==> src/rtl/core/efr_pkg.sv <==
// shared types, constants and arithmetic helpers for the euler frame rotation
package efr_pkg;

  localparam int TRIG_FRAC_BITS = 16;
  localparam int CORDIC_STEPS   = 30;
  localparam int VEC_W          = 32;
  localparam int ANG_W          = 16;
  localparam int XY_W           = 34;
  localparam int Z_W            = 33;
  localparam int TRIG_W         = TRIG_FRAC_BITS + 2;
  localparam int MAT_W          = TRIG_FRAC_BITS + 4;
  localparam int FMUL_W         = 2 * MAT_W;
  localparam int PROD_W         = MAT_W + VEC_W;
  localparam int SUM_W          = PROD_W + 2;
  localparam int CORDIC_LAT     = CORDIC_STEPS + 2;
  localparam int TRIG_SH        = 30 - TRIG_FRAC_BITS;

  localparam logic signed [XY_W-1:0]   CORDIC_GAIN = XY_W'(64'sd652032874);
  localparam logic signed [XY_W-1:0]   TRIG_RND    = XY_W'(64'sd1 <<< (TRIG_SH - 1));
  localparam logic signed [FMUL_W-1:0] FMUL_RND    = FMUL_W'(64'sd1 <<< (TRIG_FRAC_BITS - 1));
  localparam logic signed [SUM_W-1:0]  SUM_RND     = SUM_W'(64'sd1 <<< (TRIG_FRAC_BITS - 1));
  localparam logic signed [SUM_W-1:0]  OUT_MAX     = SUM_W'(64'sd2147483647);
  localparam logic signed [SUM_W-1:0]  OUT_MIN     = SUM_W'(-64'sd2147483648);
  localparam logic signed [ANG_W-1:0]  ANG_MIN     = {1'b1, {(ANG_W-1){1'b0}}};
  localparam logic signed [ANG_W-1:0]  ANG_MAX     = {1'b0, {(ANG_W-1){1'b1}}};

  typedef struct packed {
    logic signed [VEC_W-1:0] vec_x;
    logic signed [VEC_W-1:0] vec_y;
    logic signed [VEC_W-1:0] vec_z;
  } vec_t;

  typedef struct packed {
    vec_t                    vec;
    logic signed [ANG_W-1:0] roll;
    logic signed [ANG_W-1:0] pitch;
    logic signed [ANG_W-1:0] yaw;
  } item_t;

  typedef struct packed {
    logic signed [VEC_W-1:0] out_x;
    logic signed [VEC_W-1:0] out_y;
    logic signed [VEC_W-1:0] out_z;
    logic                    saturated;
  } result_t;

  // arctangent of 2^-i in 2^-32 turns
  function automatic logic signed [Z_W-1:0] atan_turn(input logic [4:0] i);
    logic [31:0] v;
    case (i)
      5'd0:  v = 32'h20000000;
      5'd1:  v = 32'h12E4051E;
      5'd2:  v = 32'h09FB385B;
      5'd3:  v = 32'h051111D4;
      5'd4:  v = 32'h028B0D43;
      5'd5:  v = 32'h0145D7E1;
      5'd6:  v = 32'h00A2F61E;
      5'd7:  v = 32'h00517C55;
      5'd8:  v = 32'h0028BE53;
      5'd9:  v = 32'h00145F2F;
      5'd10: v = 32'h000A2F98;
      5'd11: v = 32'h000517CC;
      5'd12: v = 32'h00028BE6;
      5'd13: v = 32'h000145F3;
      5'd14: v = 32'h0000A2FA;
      5'd15: v = 32'h0000517D;
      5'd16: v = 32'h000028BE;
      5'd17: v = 32'h0000145F;
      5'd18: v = 32'h00000A30;
      5'd19: v = 32'h00000518;
      5'd20: v = 32'h0000028C;
      5'd21: v = 32'h00000146;
      5'd22: v = 32'h000000A3;
      5'd23: v = 32'h00000051;
      5'd24: v = 32'h00000029;
      5'd25: v = 32'h00000014;
      5'd26: v = 32'h0000000A;
      5'd27: v = 32'h00000005;
      5'd28: v = 32'h00000003;
      5'd29: v = 32'h00000001;
      default: v = 32'h00000000;
    endcase
    return Z_W'(v);
  endfunction

  // fixed-point product with round half up
  function automatic logic signed [MAT_W-1:0] fmul(input logic signed [MAT_W-1:0] a,
                                                   input logic signed [MAT_W-1:0] b);
    logic signed [FMUL_W-1:0] p;
    p = FMUL_W'(a * b) + FMUL_RND;
    return MAT_W'(p >>> TRIG_FRAC_BITS);
  endfunction

endpackage

==> src/rtl/core/efr_front.sv <==
// front end: takes input beats, negates the angles when func is set, holds a two-entry queue
module efr_front (
  input  logic                              clk,
  input  logic                              rst,
  input  logic                              push,
  output logic                              full,
  input  logic                              func,
  input  logic signed [efr_pkg::VEC_W-1:0]  vec_x,
  input  logic signed [efr_pkg::VEC_W-1:0]  vec_y,
  input  logic signed [efr_pkg::VEC_W-1:0]  vec_z,
  input  logic signed [efr_pkg::ANG_W-1:0]  roll_angle,
  input  logic signed [efr_pkg::ANG_W-1:0]  pitch_angle,
  input  logic signed [efr_pkg::ANG_W-1:0]  yaw_angle,
  output logic                              item_valid,
  output efr_pkg::item_t                    item,
  input  logic                              item_take
);

  efr_pkg::item_t q [2];
  efr_pkg::item_t in_item;
  logic           wr_ptr;
  logic           rd_ptr;
  logic [1:0]     cnt;
  logic           do_push;
  logic           do_pop;

  function automatic logic signed [efr_pkg::ANG_W-1:0] neg_angle(
      input logic signed [efr_pkg::ANG_W-1:0] a, input logic n);
    logic signed [efr_pkg::ANG_W-1:0] r;
    r = a;
    if (n) begin
      r = (a == efr_pkg::ANG_MIN) ? efr_pkg::ANG_MAX : -a;
    end
    return r;
  endfunction

  always_comb begin
    in_item.vec.vec_x = vec_x;
    in_item.vec.vec_y = vec_y;
    in_item.vec.vec_z = vec_z;
    in_item.roll      = neg_angle(roll_angle, func);
    in_item.pitch     = neg_angle(pitch_angle, func);
    in_item.yaw       = neg_angle(yaw_angle, func);
  end

  assign full       = (cnt == 2'd2);
  assign item_valid = (cnt != 2'd0);
  assign item       = q[rd_ptr];
  assign do_push    = push && !full;
  assign do_pop     = item_take && item_valid;

  always_ff @(posedge clk) begin
    if (do_push) begin
      q[wr_ptr] <= in_item;
    end
    if (rst) begin
      wr_ptr <= 1'b0;
      rd_ptr <= 1'b0;
      cnt    <= 2'd0;
    end else begin
      if (do_push) wr_ptr <= ~wr_ptr;
      if (do_pop)  rd_ptr <= ~rd_ptr;
      cnt <= cnt + 2'(do_push) - 2'(do_pop);
    end
  end

endmodule

==> config.mk <==
export PLATFORM = sky130hd
export DESIGN_NAME = efr_front
export DESIGN_NICKNAME = d
export VERILOG_FILES = /design/src/rtl/core/efr_pkg.sv /design/src/rtl/core/efr_front.sv
export SDC_FILE = /design/constraint.sdc
export NUM_CORES = 1
export LEC_CHECK = 0
export BUFFER_PORTS_ARGS = -buffer_cell sky130_fd_sc_hd__buf_4
export CAP_MARGIN = 0
export CORE_UTILIZATION = 50
export CTS_BUF_LIST = sky130_fd_sc_hd__clkbuf_4
export DETAILED_ROUTE_END_ITERATION = 16
export MAX_ROUTING_LAYER = met4
export PLACE_DENSITY_LB_ADDON = 0.12
export REMOVE_ABC_BUFFERS = 1
export SETUP_SLACK_MARGIN = 0.5
export SLEW_MARGIN = 20
export SYNTH_ARGS = -nofsm -noshare
export SYNTH_HDL_FRONTEND = slang
export SYNTH_SLANG_ARGS = --single-unit
==> constraint.sdc <==
create_clock -name clk -period 6.95 [get_ports clk]
set_input_delay 0 -clock clk [delete_from_list [all_inputs] [get_ports clk]]
set_output_delay 0 -clock clk [all_outputs]
set_load 0.005 [all_outputs]
Word-level counts from Yosys, hierarchy flattened
Memories as Yosys holds them, arrays and structs flattened. A register that Yosys moved wholly into a read port is not among the register bits.
Index checks and enable logic that the tools add are counted.
Widths: inputs -> output; s select.

cells by class
  bitwise gates (word level) = 2
  multiply operators = 0
  muxes and demuxes = 10
  divide/modulo/power cells = 0
  add/subtract/negate cells = 5
  eq/ne operators = 4
  $lt $le $gt $ge = 0
  reductions and logical operators = 4
  shifts and indexed selects = 0

operators by type and width
  operator              number
  $mux 16               6
  $eq 16x16->1 const B  3
  $neg 16->16           3
  $mux 1                4
  $add 2x1->2           1
  $eq 2x2->1 const B    1
  $logic_and 1x1->1     2
  $not 1->1             2
  $reduce_bool 2->1     1
  $sub 2x1->2           1
  $logic_not 1->1       1

storage, ports and cells
  memory bits (writable) = 288
  ROM bits = 0
  output and inout bits = 146
  memories = 1
  latch bits = 0
  register bits after elaboration = 4
  word-level logic and storage cells = 29
  bits of input ports = 149

memory list
  name  depth  bits a word  read ports  clocked after Yosys merged registers in  write ports  RTL line         RTL
  q     2      144          1           1                                        1            efr_front.sv:19  efr_pkg::item_t q [2];

Depth between registers and ports, before layout
Gate-level depths: netlist (run 1).

  depth in word-level cells = 5
  gate-level depth with buffers = 8
  depth with buffers taken out = 8

Least setup slack after synthesis (run 1)
Ideal clock, no wire load.

  kind = register -> register
  start = reg cnt[0]
  end = mem q[0][0] in the netlist's numbering, enable pin
  path slack = -0.233 ns
  period minus slack after synthesis = 7.183 ns
  library setup time = 0.649 ns
  arrival = 6.534 ns
  stages on the path, launching flop included = 4
  path buffers = 0
  required time = 6.301 ns
  cells stage by stage = dfxtp_1 > nand2b_1 > nand2_1 > nor2_1

between the ends
  cells in the longest elaborated chain, start to end = 5

RTL lines
  item                          RTL line         RTL
  start: declaration            efr_front.sv:23  logic [1:0] cnt;
  start signal: assignment      efr_front.sv:63  cnt <= cnt + 2'(do_push) - 2'(do_pop);
  $eq 2x2->1                    efr_front.sv:46  assign full = (cnt == 2'd2);
  $logic_not 1->1               efr_front.sv:49  assign do_push = push && !full;
  $logic_and 1x1->1             efr_front.sv:49
  $mux 1                        efr_front.sv:53  if (do_push) begin
  $mux 1 (not written as such)  efr_front.sv:54  q[wr_ptr] <= in_item;
  end: declaration              efr_front.sv:19

No other way between the ends.

==> results.yml, run 1 <==
sta:
  max_freq_ghz: 0.289
  grt_setup_unrepaired: "false"
  period_share: 0.498
  finalCriticalPeriod_ns: 3.46
  setup_tns_ns: 0
  final-max-slew-violation-count: 0
  relSlewSlack: 0.299
  fin_skew_ns: 0.0319
  setup_viol: 0
  hold_violations: 0
  fin_ws_ns: 3.49
  worstMarginPinSlew_ns: 1.05
clock_network:
  cts.sinks: 293
  cts-root-buf: "clkbuf_4"
  cts_tree: "done"
  cts_buffers: 76
  clockBufferDepth: 3
  post_cts_resized: 0
  cts_max_level: 3
  clkSlewWorstSetupHoldPaths_ns: 0.07
  post_cts_buffers: 0
  clk_latency_ns: 0.66
setup_path:
  cp-end-kind: "flip-flop"
  path_max_fanout: 6
  cp-start-kind: "input port"
  crit_top_cell: "dlygate4sd3_1"
  arrival_ns: 3.87
  critical-path-slowest-cell: "dlygate4sd3_1"
  cp_slowest_stage_delay_ns: 0.63
  path_cells: "dlygate4sd3_1, buf_4, nor3_1, dlygate4sd3_1, nand3_1, dlygate4sd3_1, or3_1, dlygate4sd3_1, a22o_1, dlygate4sd3_1"
  crit_family: "buffers and inverters"
  crit_type: "input port to flip-flop"
  required_ns: 7.36
  cp_num_buf_inv: 6
synthesis:
  synth_edf_count: 288
  synth-seq-cells: 293
  synthArstFlopShare: 0
  synthCells: 688
  syn_area_per_cell_sq_um: 17.3
  synthTopCellsByArea: "edfxtp_1 72%, mux2_2 14%, xor2_1 1.7%"
  yosysTopAreaCell: "edfxtp_1"
  synth_flop_cell: "edfxtp_1"
  ys_types: 48
  synth_top_area_share: 0.725
  syn-cell-area_sq_um: 11900
  ys_seq_area_frac: 0.733
  yosysWarningCount: 0
placed_design:
  io_buffers: 294
  dp_hpwl_mm: 16.2
  post-place-ws_ns: 4.37
  finalWeightedCongestion: 0.780
  dp.cells: 1274
route:
  post_drt_wl_per_cell_um: 17.3
  vias_per_cell: 5.01
  dr.first_iter.drc_count: 397
  ant_nets: 0
  drc: 0
  drt_wl_total_mm: 27.3
  route.vias.total: 7902
  dr.pass1.iters: 7
die:
  rows: 56
  coreArea_sq_um: 23400
  die_h_um: 156
  design.portCount: 295
  die_width_um: 156
  die_area_sq_um: 24500
  initial_core_util: 0.510
global_routing:
  grt_max_degree: 79
  grt.total_usage: 0.226
  grt-ovfl-total: 0
  antenna_found_initial: 1
  grt_pass1_wl_mm: 40.7
  grt_pass1_vias: 8031
cells_and_area:
  layout.cells.non_filler: 1577
  synthToLayoutAreaGrowth_pct: 44.7
  nNetsFinal: 1363
  drive_above_1_share: 0.467
  n_fill_cell: 1542
pwr:
  powerDensity_nw_per_um2: 306
  total_leakage_power_nw: 6.68
  total_power_mw: 5.29
  vdd_ir_drop_max_uv: 246
outcome:
  status: "complete, no violations"
min_path:
  hold_class: "input port to flip-flop"
flow_run:
  maxCapViolations: 0
-- stage by stage --
step / hold WS, ns / util / area, sq um
2_1_floorplan: 0.0716 / - / 11800
3_3_place_gp: 0.185 / 0.618 / 14500
3_5_place_dp: 0.188 / 0.618 / 14500
4_1_cts: 0.0215 / 0.738 / 17300
5_1_grt: 0.0404 / 0.738 / 17300
6_report: 0.0980 / 0.738 / 17300
-- cell usage after synthesis (all sizes together) (2+ instances only) --
library cell and instances:
a21oi 13, a31oi 3, buf 10, clkbuf 22
dfxtp 5, edfxtp 288, ha 5, inv 13
mux2 144, mux2i 2, nand2 46, nand4 2
nor2 18, nor3 8, nor4 5, o211ai 4
o21ai 6, o311a 2, o31ai 10, o41ai 11
or2 5, or3 8, or4 7, xnor2 12
xor2 23
-- cells in the final DEF (no fill, tap or decap), types with 3 or more instances in the layout --
cell type	synthesis	layout
mux2_2	144	144
or3_1	8	8
nor3_1	6	6
nor2_1	18	17
buf_4	1	299
o211ai_1	4	4
or4_1	7	7
a21oi_1	13	13
clkbuf_4	0	117
inv_1	13	13
or2_2	5	5
bufinv_16	0	5
nand2_1	46	46
xnor2_1	12	12
o41ai_2	5	5
clkinv_1	1	3
dfxtp_1	5	4
dlygate4sd3_1	0	176
o21ai_0	5	5
nor4_1	3	3
xor2_1	23	23
ha_1	5	5
o41ai_1	6	6
edfxtp_1	288	288
o31ai_1	10	10
a31oi_1	3	3
-- layer usage --
metal / up-vias / routed length (um) / GRT usage
li1: 3738 / - / -
met1: 3816 / 10700 / 0.258
met2: 304 / 14000 / 0.379
met3: 44 / 1970 / 0.0618
met4: 0 / 573 / 0.0864
met5: - / 0 / -
-- layout make-up --
type | instances | area, sq um | area share
sequential | 293 | 8750 | 0.507
timing repair buffer | 475 | 4010 | 0.232
multi-input combinational | 349 | 3010 | 0.174
clock buffer | 117 | 878 | 0.0509
tap | 319 | 399 | 0.0231
clock inverter | 9 | 169 | 0.00978
inverter | 14 | 52.6 | 0.00304
antenna | 1 | 2.50 | 0.000145
-- flip-flops by register name, summed over array words and instances, names as in the netlist, named ones only --
signal / cells
q: 288
cnt: 2
rd_ptr: 1
wr_ptr: 1
-- where the power goes --
group	internal [mW]	leakage, nW	total [mW]	switching, mW
logic	0.756	3.33	1.33	0.574
registers	2.26	2.73	2.37	0.106
clock network	0.943	0.616	1.59	0.647
-- path summary, 6_finish.rpt --
check / cells after the start / slack (ns) / from / endpoint
worst max-delay path: 10 / 3.49 / roll_angle[12] / q[0][47]
worst max register to register: 4 / 4.40 / cnt[0] / q[0][126]
worst min register to register: 2 / 0.52 / rd_ptr / rd_ptr
worst min-delay path: 2 / 0.1 / vec_z[6] / q[0][54]
-- cell families (layout without fill, tap and decap cells) --
kind of cell | count (synthesis) | count (layout) | synth area share
DFF | 293 | 293 | 0.733
muxes | 146 | 146 | 0.138
and+or+nand+nor | 107 | 107 | 0.0459
AOI/OAI and AO/OA | 56 | 56 | 0.0364
buffers and inverters | 46 | 615 | 0.0157
xor gates and xnor gates | 35 | 35 | 0.0257
adders and majority gates | 5 | 5 | 0.00524
other | 0 | 1 | 0
-- what timing repair did --
action / 4_1_cts / 5_1_grt
hold buffers: 176 / 0
endpoints found under the setup margin: 0 / 0
endpoints found under the hold margin: 329 / 0
(Power assumes the default switching activity.)
==> inputs of run 2 (changes only) <==
Clock period 6.95 ns to 2.9 ns, I/O delays scaled along.
==> run 2 against run 1 <==
Utilization is 0.11 points higher. Cell count grew 0.25%. Register-to-register slack lost 3.3 ns. Hold slack got worse by 0.016 ns. Wire length rose by 0.72%. Count of clock-buffer cells in the layout decreased by 2. Setup slack got worse by 2.9 ns. First-iteration DRC count fell by 16%. Critical path type unchanged. Largest power group unchanged.
==> results.yml, run 2 (same netlist as run 1, synthesis figures left out) <==
cells_and_area:
  n_fill_cell: 1546
  synthToLayoutAreaGrowth_pct: 44.9
  final_area_sq_um: 17300
  mostFrequentLayoutCell: "buf_4"
  top_regs: "q x288, cnt x2"
  regMostFlops: "q"
  nNetsFinal: 1362
  final_cell_mix: "295 x buf_4, 288 x edfxtp_1, 170 x dlygate4sd3_1, 144 x mux2_2, 115 x clkbuf_4"
  largest_register_ff_count: 288
  drive_above_1_share: 0.469
sta:
  final-max-slew-violation-count: 0
  setup_tns_ns: 0
  timing.hold.ws_ns: 0.0821
  hold_violations: 0
  finalCriticalPeriod_ns: 2.28
  fin_ws_ns: 0.620
  grt_setup_unrepaired: "false"
  max_freq_ghz: 0.439
  period_share: 0.786
  worstMarginPinSlew_ns: 0.648
  setup_viol: 0
  fin_skew_ns: 0.0238
  relSlewSlack: 0.564
die:
  initial_core_util: 0.510
  design.portCount: 295
  die_area_sq_um: 24500
  rows: 56
  coreArea_sq_um: 23400
  die_width_um: 156
  die_h_um: 156
global_routing:
  grt_max_degree: 74
  grt.total_usage: 0.229
  grt-ovfl-total: 0
  antenna_found_initial: 2
  grt_pass1_wl_mm: 41.1
  grt_pass1_vias: 8054
pwr:
  total_power_mw: 12.5
  powerDensity_nw_per_um2: 721
  vdd_ir_drop_max_uv: 763
  total_leakage_power_nw: 6.71
route:
  dr.pass1.iters: 5
  dr.first_iter.drc_count: 333
  vias_per_cell: 5.03
  route.vias.total: 7959
  drt_wl_total_mm: 27.5
  post_drt_wl_per_cell_um: 17.4
  ant_nets: 0
  drc: 0
flow_run:
  maxCapViolations: 0
outcome:
  status: "complete, no violations"
min_path:
  hold_class: "input port to flip-flop"
  whs_path_depth: 2
placed_design:
  dp_hpwl_mm: 15.9
  io_buffers: 294
  place_area_sq_um: 14600
  finalWeightedCongestion: 0.793
  post-place-ws_ns: 0.863
setup_path:
  path_max_fanout: 6
  cp-end-kind: "flip-flop"
  cp-start-kind: "input port"
  arrival_ns: 2.64
  r2r_cells: 8
  required_ns: 3.26
  crit_type: "input port to flip-flop"
clock_network:
  cts.sinks: 293
  clk_latency_ns: 0.63
  cts_tree: "done"
  clkSlewWorstSetupHoldPaths_ns: 0.06
  clockBufferDepth: 3
  cts_buffers: 75
  cts-root-buf: "clkbuf_4"
  cts_max_level: 3
[run 2: final timing paths]
check                start  endpoint  slack, ns
max          roll_angle[3]  q[0][45]       0.62
min               vec_z[0]  q[0][48]       0.08
max reg2reg         cnt[1]    cnt[1]       1.12
min reg2reg         rd_ptr    rd_ptr       0.52
[run 2: final cells by class]
type	count	area (sq um)	share of cell area
Timing Repair Buffer	475	4100	0.237
Clock buffer	115	863	0.0499
Sequential cell	293	8750	0.506
Antenna cell	3	7.51	0.000434
Inverter	14	52.6	0.00304
Tap cell	319	399	0.0231
Clock inverter	13	101	0.00586
Multi-Input combinational cell	349	3010	0.174
[run 2: metrics by stage]
| step | util | cells |
|---|---|---|
| detailed placement | 0.623 | 1278 |
| global placement | 0.623 | 1278 |
| CTS | 0.738 | 1577 |
| finish | 0.739 | 1581 |
| global route | 0.739 | 1580 |
| floorplan | - | 656 |
[run 2: routing by layer]
metal  wire, um  GRT usage  share of wire  vias to the layer above
met2      14100      0.381           0.51                      290
met1      10500      0.260           0.38                     3853
met5          0          -              0                        -
met3       2150     0.0629          0.078                       55
met4        725     0.0957          0.026                        0
li1           -          -              -                     3761
[run 2: worst max-delay path, cell delays in order]
cell and delay (ns):
dlygate4sd3_1 0.57, buf_4 0.17, or4_1 0.65, o41ai_2 0.39, dlygate4sd3_1 0.62, xor2_1 0.16, nand2_1 0.08
[run 2: report_power, final]
| group | total, mW | leakage (nW) | switching (mW) | internal, mW |
|---|---|---|---|---|
| sequential | 5.58 | 2.73 | 0.172 | 5.40 |
| clock | 3.50 | 0.585 | 1.53 | 1.97 |
| combinational | 3.39 | 3.39 | 1.49 | 1.90 |
| total | 12.5 | 6.71 | 3.20 | 9.27 |
[run 2: repair_timing]
action | CTS | global route
hold buffers | 171 | 0
endpoints found under the setup margin | 0 | 45
buffers inserted | 0 | 1
resized for setup | 0 | 2
endpoints found under the hold margin | 308 | 0
