===== src/rtl/core/efr_pkg.sv =====
// shared types, constants and arithmetic helpers for the euler frame rotation
package efr_pkg;

  localparam int TRIG_FRAC_BITS = 16;
  localparam int CORDIC_STEPS   = 30;
  localparam int VEC_W          = 32;
  localparam int ANG_W          = 16;
  localparam int XY_W           = 34;
  localparam int Z_W            = 33;
  localparam int TRIG_W         = TRIG_FRAC_BITS + 2;
  localparam int MAT_W          = TRIG_FRAC_BITS + 4;
  localparam int FMUL_W         = 2 * MAT_W;
  localparam int PROD_W         = MAT_W + VEC_W;
  localparam int SUM_W          = PROD_W + 2;
  localparam int CORDIC_LAT     = CORDIC_STEPS + 2;
  localparam int TRIG_SH        = 30 - TRIG_FRAC_BITS;

  localparam logic signed [XY_W-1:0]   CORDIC_GAIN = XY_W'(64'sd652032874);
  localparam logic signed [XY_W-1:0]   TRIG_RND    = XY_W'(64'sd1 <<< (TRIG_SH - 1));
  localparam logic signed [FMUL_W-1:0] FMUL_RND    = FMUL_W'(64'sd1 <<< (TRIG_FRAC_BITS - 1));
  localparam logic signed [SUM_W-1:0]  SUM_RND     = SUM_W'(64'sd1 <<< (TRIG_FRAC_BITS - 1));
  localparam logic signed [SUM_W-1:0]  OUT_MAX     = SUM_W'(64'sd2147483647);
  localparam logic signed [SUM_W-1:0]  OUT_MIN     = SUM_W'(-64'sd2147483648);
  localparam logic signed [ANG_W-1:0]  ANG_MIN     = {1'b1, {(ANG_W-1){1'b0}}};
  localparam logic signed [ANG_W-1:0]  ANG_MAX     = {1'b0, {(ANG_W-1){1'b1}}};

  typedef struct packed {
    logic signed [VEC_W-1:0] vec_x;
    logic signed [VEC_W-1:0] vec_y;
    logic signed [VEC_W-1:0] vec_z;
  } vec_t;

  typedef struct packed {
    vec_t                    vec;
    logic signed [ANG_W-1:0] roll;
    logic signed [ANG_W-1:0] pitch;
    logic signed [ANG_W-1:0] yaw;
  } item_t;

  typedef struct packed {
    logic signed [VEC_W-1:0] out_x;
    logic signed [VEC_W-1:0] out_y;
    logic signed [VEC_W-1:0] out_z;
    logic                    saturated;
  } result_t;

  // arctangent of 2^-i in 2^-32 turns
  function automatic logic signed [Z_W-1:0] atan_turn(input logic [4:0] i);
    logic [31:0] v;
    case (i)
      5'd0:  v = 32'h20000000;
      5'd1:  v = 32'h12E4051E;
      5'd2:  v = 32'h09FB385B;
      5'd3:  v = 32'h051111D4;
      5'd4:  v = 32'h028B0D43;
      5'd5:  v = 32'h0145D7E1;
      5'd6:  v = 32'h00A2F61E;
      5'd7:  v = 32'h00517C55;
      5'd8:  v = 32'h0028BE53;
      5'd9:  v = 32'h00145F2F;
      5'd10: v = 32'h000A2F98;
      5'd11: v = 32'h000517CC;
      5'd12: v = 32'h00028BE6;
      5'd13: v = 32'h000145F3;
      5'd14: v = 32'h0000A2FA;
      5'd15: v = 32'h0000517D;
      5'd16: v = 32'h000028BE;
      5'd17: v = 32'h0000145F;
      5'd18: v = 32'h00000A30;
      5'd19: v = 32'h00000518;
      5'd20: v = 32'h0000028C;
      5'd21: v = 32'h00000146;
      5'd22: v = 32'h000000A3;
      5'd23: v = 32'h00000051;
      5'd24: v = 32'h00000029;
      5'd25: v = 32'h00000014;
      5'd26: v = 32'h0000000A;
      5'd27: v = 32'h00000005;
      5'd28: v = 32'h00000003;
      5'd29: v = 32'h00000001;
      default: v = 32'h00000000;
    endcase
    return Z_W'(v);
  endfunction

  // fixed-point product with round half up
  function automatic logic signed [MAT_W-1:0] fmul(input logic signed [MAT_W-1:0] a,
                                                   input logic signed [MAT_W-1:0] b);
    logic signed [FMUL_W-1:0] p;
    p = FMUL_W'(a * b) + FMUL_RND;
    return MAT_W'(p >>> TRIG_FRAC_BITS);
  endfunction

endpackage


===== src/rtl/core/efr_outq.sv =====
// two-entry result queue facing the consumer
module efr_outq (
  input  logic             clk,
  input  logic             rst,
  input  logic             wr,
  input  efr_pkg::result_t wr_data,
  output logic             qfull,
  input  logic             pop,
  output logic             empty,
  output efr_pkg::result_t rd_data
);

  efr_pkg::result_t q [2];
  logic             wr_ptr;
  logic             rd_ptr;
  logic [1:0]       cnt;
  logic             do_pop;

  assign qfull   = (cnt == 2'd2);
  assign empty   = (cnt == 2'd0);
  assign rd_data = q[rd_ptr];
  assign do_pop  = pop && !empty;

  always_ff @(posedge clk) begin
    if (wr) begin
      q[wr_ptr] <= wr_data;
    end
    if (rst) begin
      wr_ptr <= 1'b0;
      rd_ptr <= 1'b0;
      cnt    <= 2'd0;
    end else begin
      if (wr)     wr_ptr <= ~wr_ptr;
      if (do_pop) rd_ptr <= ~rd_ptr;
      cnt <= cnt + 2'(wr) - 2'(do_pop);
    end
  end

endmodule


===== config.mk =====
export PLATFORM = sky130hd
export DESIGN_NAME = efr_outq
export DESIGN_NICKNAME = d
export VERILOG_FILES = /design/src/rtl/core/efr_pkg.sv /design/src/rtl/core/efr_outq.sv
export SDC_FILE = /design/constraint.sdc
export NUM_CORES = 1
export LEC_CHECK = 0
export BUFFER_PORTS_ARGS = -buffer_cell sky130_fd_sc_hd__buf_2
export CAP_MARGIN = 20
export CORE_UTILIZATION = 55
export DETAILED_ROUTE_END_ITERATION = 10
export PLACE_DENSITY = 0.83
export SYNTH_ARGS = -nofsm -noshare
export SYNTH_HDL_FRONTEND = slang
export SYNTH_SLANG_ARGS = --single-unit

===== constraint.sdc =====
create_clock -name clk -period 13.9 [get_ports clk]
set_input_delay 0.695 -clock clk [delete_from_list [all_inputs] [get_ports clk]]
set_output_delay 0.695 -clock clk [all_outputs]
set_load 0.05 [all_outputs]

==> Word level (Yosys, flattened, before mapping) <==
Memory sizes are Yosys's and may differ from the RTL's. A register that Yosys moved wholly into a read port is not among the register bits.
Cells that the tools add are included.
{ "word_totals": {"out_inout_bits": 99, "reg_bits": 4, "memories": 1, "mem_bits_rw": 194, "wordCells": 16} }
{ "memory_table": {"columns": ["name", "words", "width", "read_ports", "rd_ports_with_merged_regs", "wr", "line_no", "rtl"], "rows": [
  ["q", 2, 97, 1, 1, 1, "efr_outq.sv:13", "efr_pkg::result_t q [2];"]
]} }
{ "classes": {"muxes": 4, "n_eq_ne": 1, "bitwise": 2, "add_sub_neg": 2, "n_reduce_logical": 3} }
{ "op_table": {"columns": ["operator", "n"], "rows": [
  ["$mux W1", 4],
  ["$add A2 B1 Y2", 1],
  ["$eq A2 B2 Y1 const B", 1],
  ["$logic_not A2 Y1", 1],
  ["$not A1 Y1", 2],
  ["$sub A2 B1 Y2", 1],
  ["$logic_and A1 B1 Y1", 1],
  ["$logic_not A1 Y1", 1]
]} }

==> Logic depth before layout (Yosys ltp) <==
Gate-level depths: netlist of the first run.
{ "depth": {"depth_word": 5, "ltp_mapped": 6, "mapped_depth_nobuf": 6} }

==> Worst setup path before layout of the first run <==
Ideal clock, no wire load.
{ "synth_path": {"path_kind": "input port to flip-flop", "from": "in wr", "to": "mem q[0][0] (netlist name) (enable)", "n_path_buf": 0, "required_ps": 13335, "arrival_ps": 4919, "cell_stages": 1, "setup_slack_ps": 8416, "cell_sequence": "nor2b_1"} }
{ "synth_between": {"elab_chain_cells": 2} }
{ "synth_rtl": {"columns": ["element", "line_no", "rtl"], "rows": [
  ["from (decl)", "efr_outq.sv:5", "input logic wr,"],
  ["$mux W1", "efr_outq.sv:25", "if (wr) begin"],
  ["$mux W1 (implied by the code)", "efr_outq.sv:26", "q[wr_ptr] <= wr_data;"],
  ["to (decl)", "efr_outq.sv:13", null]
]} }
Every way passes these cells.

==> results of run 1 <==
-- cell usage after synthesis --
library cell | instances | area (um2)
buf_6 | 5 | 56.30
inv_1 | 2 | 7.510
nor2_1 | 4 | 15.01
mux2_2 | 69 | 777.0
ha_1 | 2 | 25.02
xnor2_1 | 1 | 8.760
and2_1 | 1 | 6.260
o21a_1 | 1 | 7.510
xnor3_1 | 1 | 22.52
mux2_4 | 30 | 450.4
dfxtp_1 | 5 | 100.1
nor2b_1 | 4 | 25.02
buf_2 | 6 | 30.03
edfxtp_1 | 194 | 5826
-- cell usage in the layout (no fill, tap or decap), types with 2 or more instances in the layout --
master | Yosys | layout
buf_2 | 6 | 199
buf_4 | 0 | 4
bufinv_16 | 0 | 6
clkbuf_1 | 0 | 3
clkbuf_16 | 0 | 17
clkinv_2 | 0 | 4
dfxtp_1 | 5 | 4
edfxtp_1 | 194 | 194
ha_1 | 2 | 2
inv_1 | 2 | 2
mux2_2 | 69 | 69
mux2_4 | 30 | 30
nor2_1 | 4 | 4
nor2b_1 | 4 | 3
-- routing by layer --
layer  up-vias  global-route usage  wire (um)
li1       1704                   -          -
met5         -                   0         28
met3        25             0.06589        961
met1      1767              0.2237       5075
met2       151              0.3309       6684
met4         4             0.08574        310
-- final cells by class --
type,count,share of cell area
flip-flops and latches,199,0.6469
multi-input cells,113,0.1470
repair buffers,203,0.1119
clock buffers,20,0.04764
well taps,172,0.02348
clock inverters,11,0.02225
inverters,2,0.0008190
-- worst max-delay path: cells and delay by family (launching register included) --
kind                   cells  cell delay [ps]
buffers and inverters      2              940
muxes                      1              420
DFF                        1              790
-- sequential cells by signal (all words and copies together) (netlist names), named ones only --
signal,flops
cnt,2
rd_ptr,1
wr_ptr,1
q,194
-- power breakdown --
| part | switching (mW) | internal (mW) | total, mW | leakage [nW] |
|---|---|---|---|---|
| clock | 0.194 | 0.335 | 0.529 | 0.315 |
| sequential | 0.0287 | 0.704 | 0.733 | 1.86 |
| combinational | 0.325 | 0.150 | 0.475 | 1.34 |
| total | 0.548 | 1.19 | 1.74 | 3.52 |
-- kinds of logic (layout without fill, tap and decap cells) --
| logic type | count (synthesis) | count (layout) | synth area share |
|---|---|---|---|
| DFF | 199 | 199 | 0.8054 |
| muxes | 99 | 99 | 0.1668 |
| buffers and inverters | 13 | 236 | 0.01276 |
| and+or+nand+nor | 9 | 9 | 0.006292 |
| AOI/OAI and AO/OA | 1 | 1 | 0.001021 |
| adders and majority gates | 2 | 2 | 0.003401 |
| xor gates and xnor gates | 2 | 2 | 0.004252 |
-- how the worst max path moves through the flow --
stage / end / cells after the start
finish: rd_data[42] / 3
global placement: rd_data[38] / 3
floorplan: q[0][0] / 1
CTS: rd_data[42] / 3
detailed placement: rd_data[42] / 3
global route: rd_data[42] / 3
-- through the flow --
step / instance area, um2 / setup WS [ps] / power (mW)
global placement: 8526 / 11040 / 1.212
CTS: 9166 / 10520 / 1.748
floorplan: 7357 / 8416 / 1.132
detailed placement: 8526 / 10970 / 1.224
finish: 9166 / 10580 / 1.736
global route: 9166 / 10430 / 1.790
==> out/qor.yml, run 1 <==
wl_per_cell_um: 18.14
start_util: 0.5737
holdBufCountCts: 0
report.final.slew_viol_count: 0
ir_drop_mv: 0.1095
ys_ff_latch: 199
clkTransAtPathRegs_ps: 60
p_leak_nw: 3.520
cts_buffers: 17
cp_slowest_cell: "dfxtp_4"
core-area_um2: 12820
grt_max_degree: 53
worst_pin_slew_ps: 782.7
rows: 41
area_growth_pct: 24.59
netlist_area_um2: 7357
maxCapViolCount: 0
clock_sinks: 199
cts.path.max_buffers: 2
status: "completed"
place_hpwl_um: 8743
cp-start-kind: "flip-flop"
powerDensity_nw_per_um2: 189.4
die_h_um: 117.7
place_inst: 689
die_w_um: 117.7
wirelength_um: 13060
setup_tns_ps: 0
cts_resized: 0
ys_seq_area_frac: 0.8054
post-cts-setup-buffers: 0
io_pins: 200
worstSetupPathType: "reg2out"
fill_cells: 810
whs_endpoint: "q[1][81]"
routabilityCongestion: 0.7292
layout.area.seq_um2: 5929
crit_fanout: 50
synth_cells: 325
final_nets: 639
min_path_cells: 1
rsz0062_at_grt: "no"
max_freq_mhz: 301.4
ys.warnings.count: 0
htreeDepth: 4
grt_pass1_wl_um: 20020
antenna_cells: 0
hold_ws_ps: 461.5
synth_nets: 428
hold_viol: 0
clk_latency_ps: 420
min_path_type: "in2reg"
multi_input_area_um2: 1348
grt_pass1_vias: 3836
clock-skew-final_ps: 5.899
antenna_found_initial: 3
drc_errors: 0
fin_crit_sh: 0.2387
worstRegToRegCells: 2
r2r_start: "wr_ptr"
cp_cell_sequence: "buf_4 -> mux2_2 -> buf_2"
rrSetupSlack_ps: 11810
drt_iter0_drc: 186
critPathCaptureType: "output pin"
setup_viol: 0
layout_min_cycle_time_ps: 3318
cp_data_required_time_ps: 13200
vias_per_cell: 5.071
post-route-util: 0.7147
max-slew-margin-rel: 0.4782
cpPeakStageDelay_ps: 790
grt-ovfl-total: 0
die_area_um2: 13840
instances_no_fill: 720
first_pass_iters: 5
syn_area_per_cell_um2: 22.64
portBuffers: 199
worstHoldStart: "wr_data[81]"
cp_data_arrival_time_ps: 2620
cts_root_buffer: "clkbuf_16"
final_antenna_net_count: 0
layout-drive-gt1-share: 0.6058
regToRegEndpoint: "q[1][19]"
gr-usage-all-layers: 0.1948
synthDistinctLibCells: 14
via_count: 3651
cts_tree: "yes"
No activity file was read; power rests on OpenSTA's default activity.
==> run 2, diff against run 1 <==
CORE_UTILIZATION = 52   (was 55)
PLACE_DENSITY = 0.79   (was 0.83)
clock period = 3.29 ns   (was 13.9 ns; I/O delays follow)
==> run 2 against run 1 <==
  * Total power rose to 4.3 times the previous value
  * Non-clock buffer count rose by 99
  * Sequential power rose to 4.2 times the previous value
  * Flip-flop and latch count did not move
  * Critical endpoint is now rd_data[32]
  * Design area rose by 11%
  * Critical path type unchanged
  * Clock skew barely moved
  * Combinational power rose to 4.5 times the previous value
  * Hold slack got worse by 410 ps
  * Clock power rose to 4.3 times the previous value
  * Sequential share of layout area fell by 6.6 points
  * Clock-buffer cell count fell by 3
  * Utilization rose by 2.4 points
==> out/qor.yml, run 2 (same netlist as run 1, synthesis figures left out) <==
cp_data_arrival_time_ps: 2040  # -580 ps
core-area_um2: 13830  # +7.8%
cts_resized: 0  # unchanged
worstRegToRegCells: 2  # unchanged
critPathCaptureType: "output pin"
htreeDepth: 4  # unchanged
final_antenna_net_count: 0  # unchanged
fin_crit_sh: 0.6715
first_pass_iters: 4  # -1
wirelength_um: 14560  # +12%
max_freq_mhz: 452.7
crit_fanout: 28  # -44%
antenna_found_initial: 0  # -3
area_growth_pct: 38.86
rows: 43  # +4.9%
die_h_um: 120.9  # +2.8%
reg_top3: "q (194), cnt (2)"
hold_viol: 0  # unchanged
cts.path.max_buffers: 2  # unchanged
io_pins: 200  # unchanged
fin_area_um2: 10220  # +11%
portBuffers: 199  # unchanged
ir_drop_mv: 0.5130  # +370%
antenna_cells: 0  # unchanged
min_path_cells: 3  # +2
regMostFlops: "q"
grt-ovfl-total: 0  # unchanged
drc_errors: 0  # unchanged
place_hpwl_um: 8327  # -4.8%
vias_per_cell: 4.953  # -2.3%
die_area_um2: 14630  # +5.7%
clkTransAtPathRegs_ps: 70  # about the same
cts_root_buffer: "clkbuf_16"
maxCapViolCount: 0  # unchanged
rsz0062_at_grt: "no"
r2r_start: "wr_ptr"
powerDensity_nw_per_um2: 733.9  # +290%
routabilityCongestion: 0.7379  # +1.2%
report.final.slew_viol_count: 0  # unchanged
layout-drive-gt1-share: 0.5162  # -0.08961
status: "completed"
worstHoldStart: "wr"
worstSetupPathType: "reg2out"
clock_sinks: 199  # unchanged
min_path_type: "in2reg"
grt_max_degree: 56  # +5.7%
setup_tns_ps: 0  # unchanged
cts_tree: "yes"
cts_buffers: 17  # unchanged
wl_per_cell_um: 17.61  # -2.9%
layout_commonest_cell: "buf_2"
grt_pass1_wl_um: 21940  # +9.6%
p_leak_nw: 3.942  # +12%
regToRegEndpoint: "q[1][81]"
cp-start-kind: "flip-flop"
die_w_um: 120.9  # +2.8%
final_cell_mix: "buf_2 (199), edfxtp_1 (194), dlygate4sd3_1 (98)"
cp_data_required_time_ps: 3130  # -10,070 ps
final_nets: 738  # +15%
placed_area_um2: 8581  # +0.65%
grt_pass1_vias: 4450  # +16%
setup_viol: 0  # unchanged
start_util: 0.5321  # -0.04158
clk_latency_ps: 420  # about the same
clock-skew-final_ps: 5.759  # -0.1401 ps
via_count: 4096  # +12%
rrSetupSlack_ps: 1520  # -10,290 ps
whs_endpoint: "wr_ptr"
worst_pin_slew_ps: 754.2  # -28.48 ps
drt_iter0_drc: 219  # +18%
largest_register_ffs: 194  # unchanged
gr-usage-all-layers: 0.2048  # +0.01007
max-slew-margin-rel: 0.4972  # +0.01899
layout_min_cycle_time_ps: 2209
run 2: cell types whose count changed in the layout (fill, tap and decap cells not counted), moves of 3 or more:
cell | before | now
buf_12 | 0 | 3
clkbuf_1 | 3 | 0
dlygate4sd3_1 | 0 | 98
clkinv_2 | 4 | 1
run 2: through the flow:
stage                       util  hold WS (ps)  setup slack (ps)  std cells  total power, mW
after CTS                 0.7388         44.24              1041        827            7.528
after detailed placement  0.6206         355.1              1505        698            5.187
after floorplan                -         236.1             168.7        325            4.776
after global placement    0.6206         351.9              1524        698            5.142
after global routing      0.7388         76.55             985.4        827            7.734
final                     0.7388         56.38              1081        827            7.498
run 2: how the worst max path moves through the flow:
stage	startpoint	to	slack [ps]	cells past startpoint
2_1_floorplan	wr_ptr	q[1][0]	170	1
3_3_place_gp	wr_ptr	q[1][9]	1520	2
3_5_place_dp	flip-flop	rd_data[32]	1500	3
4_1_cts	flip-flop	rd_data[32]	1040	3
5_1_grt	flip-flop	rd_data[32]	990	3
6_report	flip-flop	rd_data[32]	1080	3
run 2: cell type report:
class                   instances  area [um2]
flip-flops and latches        199        5929
fillers                       767        3611
clock inverters                14       229.0
well taps                     180       225.2
clock buffers                  17       425.4
inverters                       2       7.507
repair buffers                302        2052
multi-input cells             113        1348
run 2: repair_timing:
item	in CTS	in global routing
buffers inserted	0	0
endpoints found under the hold margin	197	0
hold buffers	98	0
run 2: worst max-delay path: stages, from the launching register on:
cell     delay, ps
dfxtp_4        590
buf_4          410
mux2_2         400
buf_2          220
run 2: per-layer routing:
metal  share of wire  track usage
met5               0            0
met4           0.021      0.08951
met3           0.060      0.05122
met2            0.54       0.3757
met1            0.38       0.2224
run 2: power breakdown:
group          total, mW  internal (mW)  switching (mW)
logic               2.16          0.726            1.44
registers           3.07           2.97          0.0966
clock network       2.26           1.42           0.847
total               7.50           5.12            2.38
==> run 3, diff against run 2 <==
clock period = 2.24 ns   (was 3.29 ns; I/O delays follow)
==> run 3 against run 2 <==
  * Total power increased by 43%
  * Clock-buffer cell count unchanged
  * Routed wire length decreased by 0.62%
  * Register-to-register slack got worse by 860 ps
  * Sequential power increased by 45%
  * Via count increased by 1.4%
==> out/qor.yml, run 3 (same netlist as run 1, synthesis figures left out) <==
final_nets: 741  # +0.41%
status: "completed"
die_h_um: 120.9  # unchanged
cts_tree: "yes"
first_pass_iters: 6  # +2
grt_max_degree: 72  # +29%
drc_errors: 0  # unchanged
final_cell_mix: "buf_2 (199), edfxtp_1 (194), dlygate4sd3_1 (99)"
place_hpwl_um: 8170  # -1.9%
layout_min_cycle_time_ps: 1857
clkTransAtPathRegs_ps: 70  # about the same
grt-ovfl-total: 0  # unchanged
cp_data_arrival_time_ps: 1740  # -300 ps
cp_cell_sequence: "buf_12 -> mux2_2 -> buf_2"
cp_top_family: "buffers and inverters"
cp_data_required_time_ps: 2130  # -1000 ps
place_inst: 700  # +0.29%
fin_crit_sh: 0.8289
portBuffers: 199  # unchanged
max_freq_mhz: 538.6
ir_drop_mv: 0.8133  # +59%
crit_fanout: 53  # +89%
start_util: 0.5321  # unchanged
rows: 43  # unchanged
cpPeakStageDelay_ps: 400  # -190 ps
via_count: 4152  # +1.4%
routabilityCongestion: 0.7268  # -1.5%
io_pins: 200  # unchanged
wl_per_cell_um: 17.39  # -1.2%
clock_sinks: 199  # unchanged
fill_cells: 766  # -0.13%
reg_top3: "q (194), cnt (2)"
final_antenna_net_count: 0  # unchanged
clock-skew-final_ps: 11.28  # +5.524 ps
crit_buf_inv: 2  # unchanged
gr-usage-all-layers: 0.2043  # -0.0004835
clk_latency_ps: 430  # about the same
cp_slowest_cell: "mux2_2"
multi_input_area_um2: 1348  # unchanged
post-route-util: 0.7380  # -0.0008140
core-area_um2: 13830  # unchanged
max-slew-margin-rel: 0.6650  # +0.1677
report.final.slew_viol_count: 0  # unchanged
rsz0062_at_grt: "no"
p_leak_nw: 3.940  # about the same
worst_pin_slew_ps: 502.6  # -251.6 ps
cts_buffers: 17  # unchanged
critPathCaptureType: "output pin"
layout.area.seq_um2: 5929  # unchanged
vias_per_cell: 4.990  # +0.76%
cp-start-kind: "flip-flop"
powerDensity_nw_per_um2: 1053  # +43%
wirelength_um: 14470  # -0.62%
area_growth_pct: 38.71
cts_root_buffer: "clkbuf_16"
worstSetupPathType: "reg2out"
regMostFlops: "q"
grt_pass1_vias: 4475  # +0.56%
layout-drive-gt1-share: 0.5223  # +0.006045
hold_viol: 0  # unchanged
antenna_found_initial: 1  # +1
die_area_um2: 14630  # unchanged
largest_register_ffs: 194  # unchanged
maxCapViolCount: 0  # unchanged
min_path_type: "in2reg"
die_w_um: 120.9  # unchanged
setup_tns_ps: 0  # unchanged
htreeDepth: 4  # unchanged
grt_pass1_wl_um: 21920  # about the same
drt_iter0_drc: 245  # +12%
cts.path.max_buffers: 2  # unchanged
cts_resized: 0  # unchanged
layout_commonest_cell: "buf_2"
instances_no_fill: 832  # +0.60%
total_power_mw: 10.74  # +43%
setup_viol: 0  # unchanged
[run 3: path summary, 6_finish.rpt]
check | start | to | slack, ps | cells past startpoint
worst min-delay path | pop | flip-flop | 130 | 3
worst max-delay path | flip-flop | rd_data[7] | 380 | 3
worst min register to register | rd_ptr | flip-flop | 630 | 2
worst max register to register | wr_ptr | q[1][57] | 660 | 2
[run 3: worst register-to-register path, delay by kind of cell, from the launching register on]
family	cells	cell delay, ps
flops	1	410
simple gates	1	510
buf+inv	1	340
[run 3: final cells by class]
type / instances / area share
timing repair buffer: 305 / 0.2060
inverter: 2 / 0.0007357
clock buffer: 17 / 0.04169
antenna: 1 / 0.0002452
sequential: 199 / 0.5810
clock inverter: 15 / 0.01618
tap: 180 / 0.02207
multi-input combinational: 113 / 0.1320
[run 3: layer usage]
metal,share of wire,up-vias,track usage,wire length [um]
met3,0.066,26,0.06673,953
met2,0.52,165,0.3546,7468
li1,-,1914,-,-
met5,0,-,0,0
met1,0.40,2047,0.2327,5760
met4,0.020,0,0.08179,286
[run 3: power by group]
group          internal [mW]  switching [mW]  leakage [nW]
Sequential              4.36          0.0885          1.86
Combinational           1.09            2.17          1.79
Clock                   1.67            1.36         0.288
Total                   7.12            3.62          3.94
[run 3: through the flow]
stage / setup WS (ps) / hold slack [ps] / instance area, um2
2_1_floorplan: 34.90 / 183.6 / 7366
3_3_place_gp: 690.8 / 299.9 / 8621
3_5_place_dp: 643.9 / 303.0 / 8621
4_1_cts: 375.8 / 114.6 / 10200
5_1_grt: 348.8 / 131.7 / 10200
6_report: 383.3 / 128.7 / 10200
[run 3: repair_timing]
item	4_1_cts	5_1_grt
setup buffers	0	0
hold buffers	99	0
hold endpoints to repair	197	0
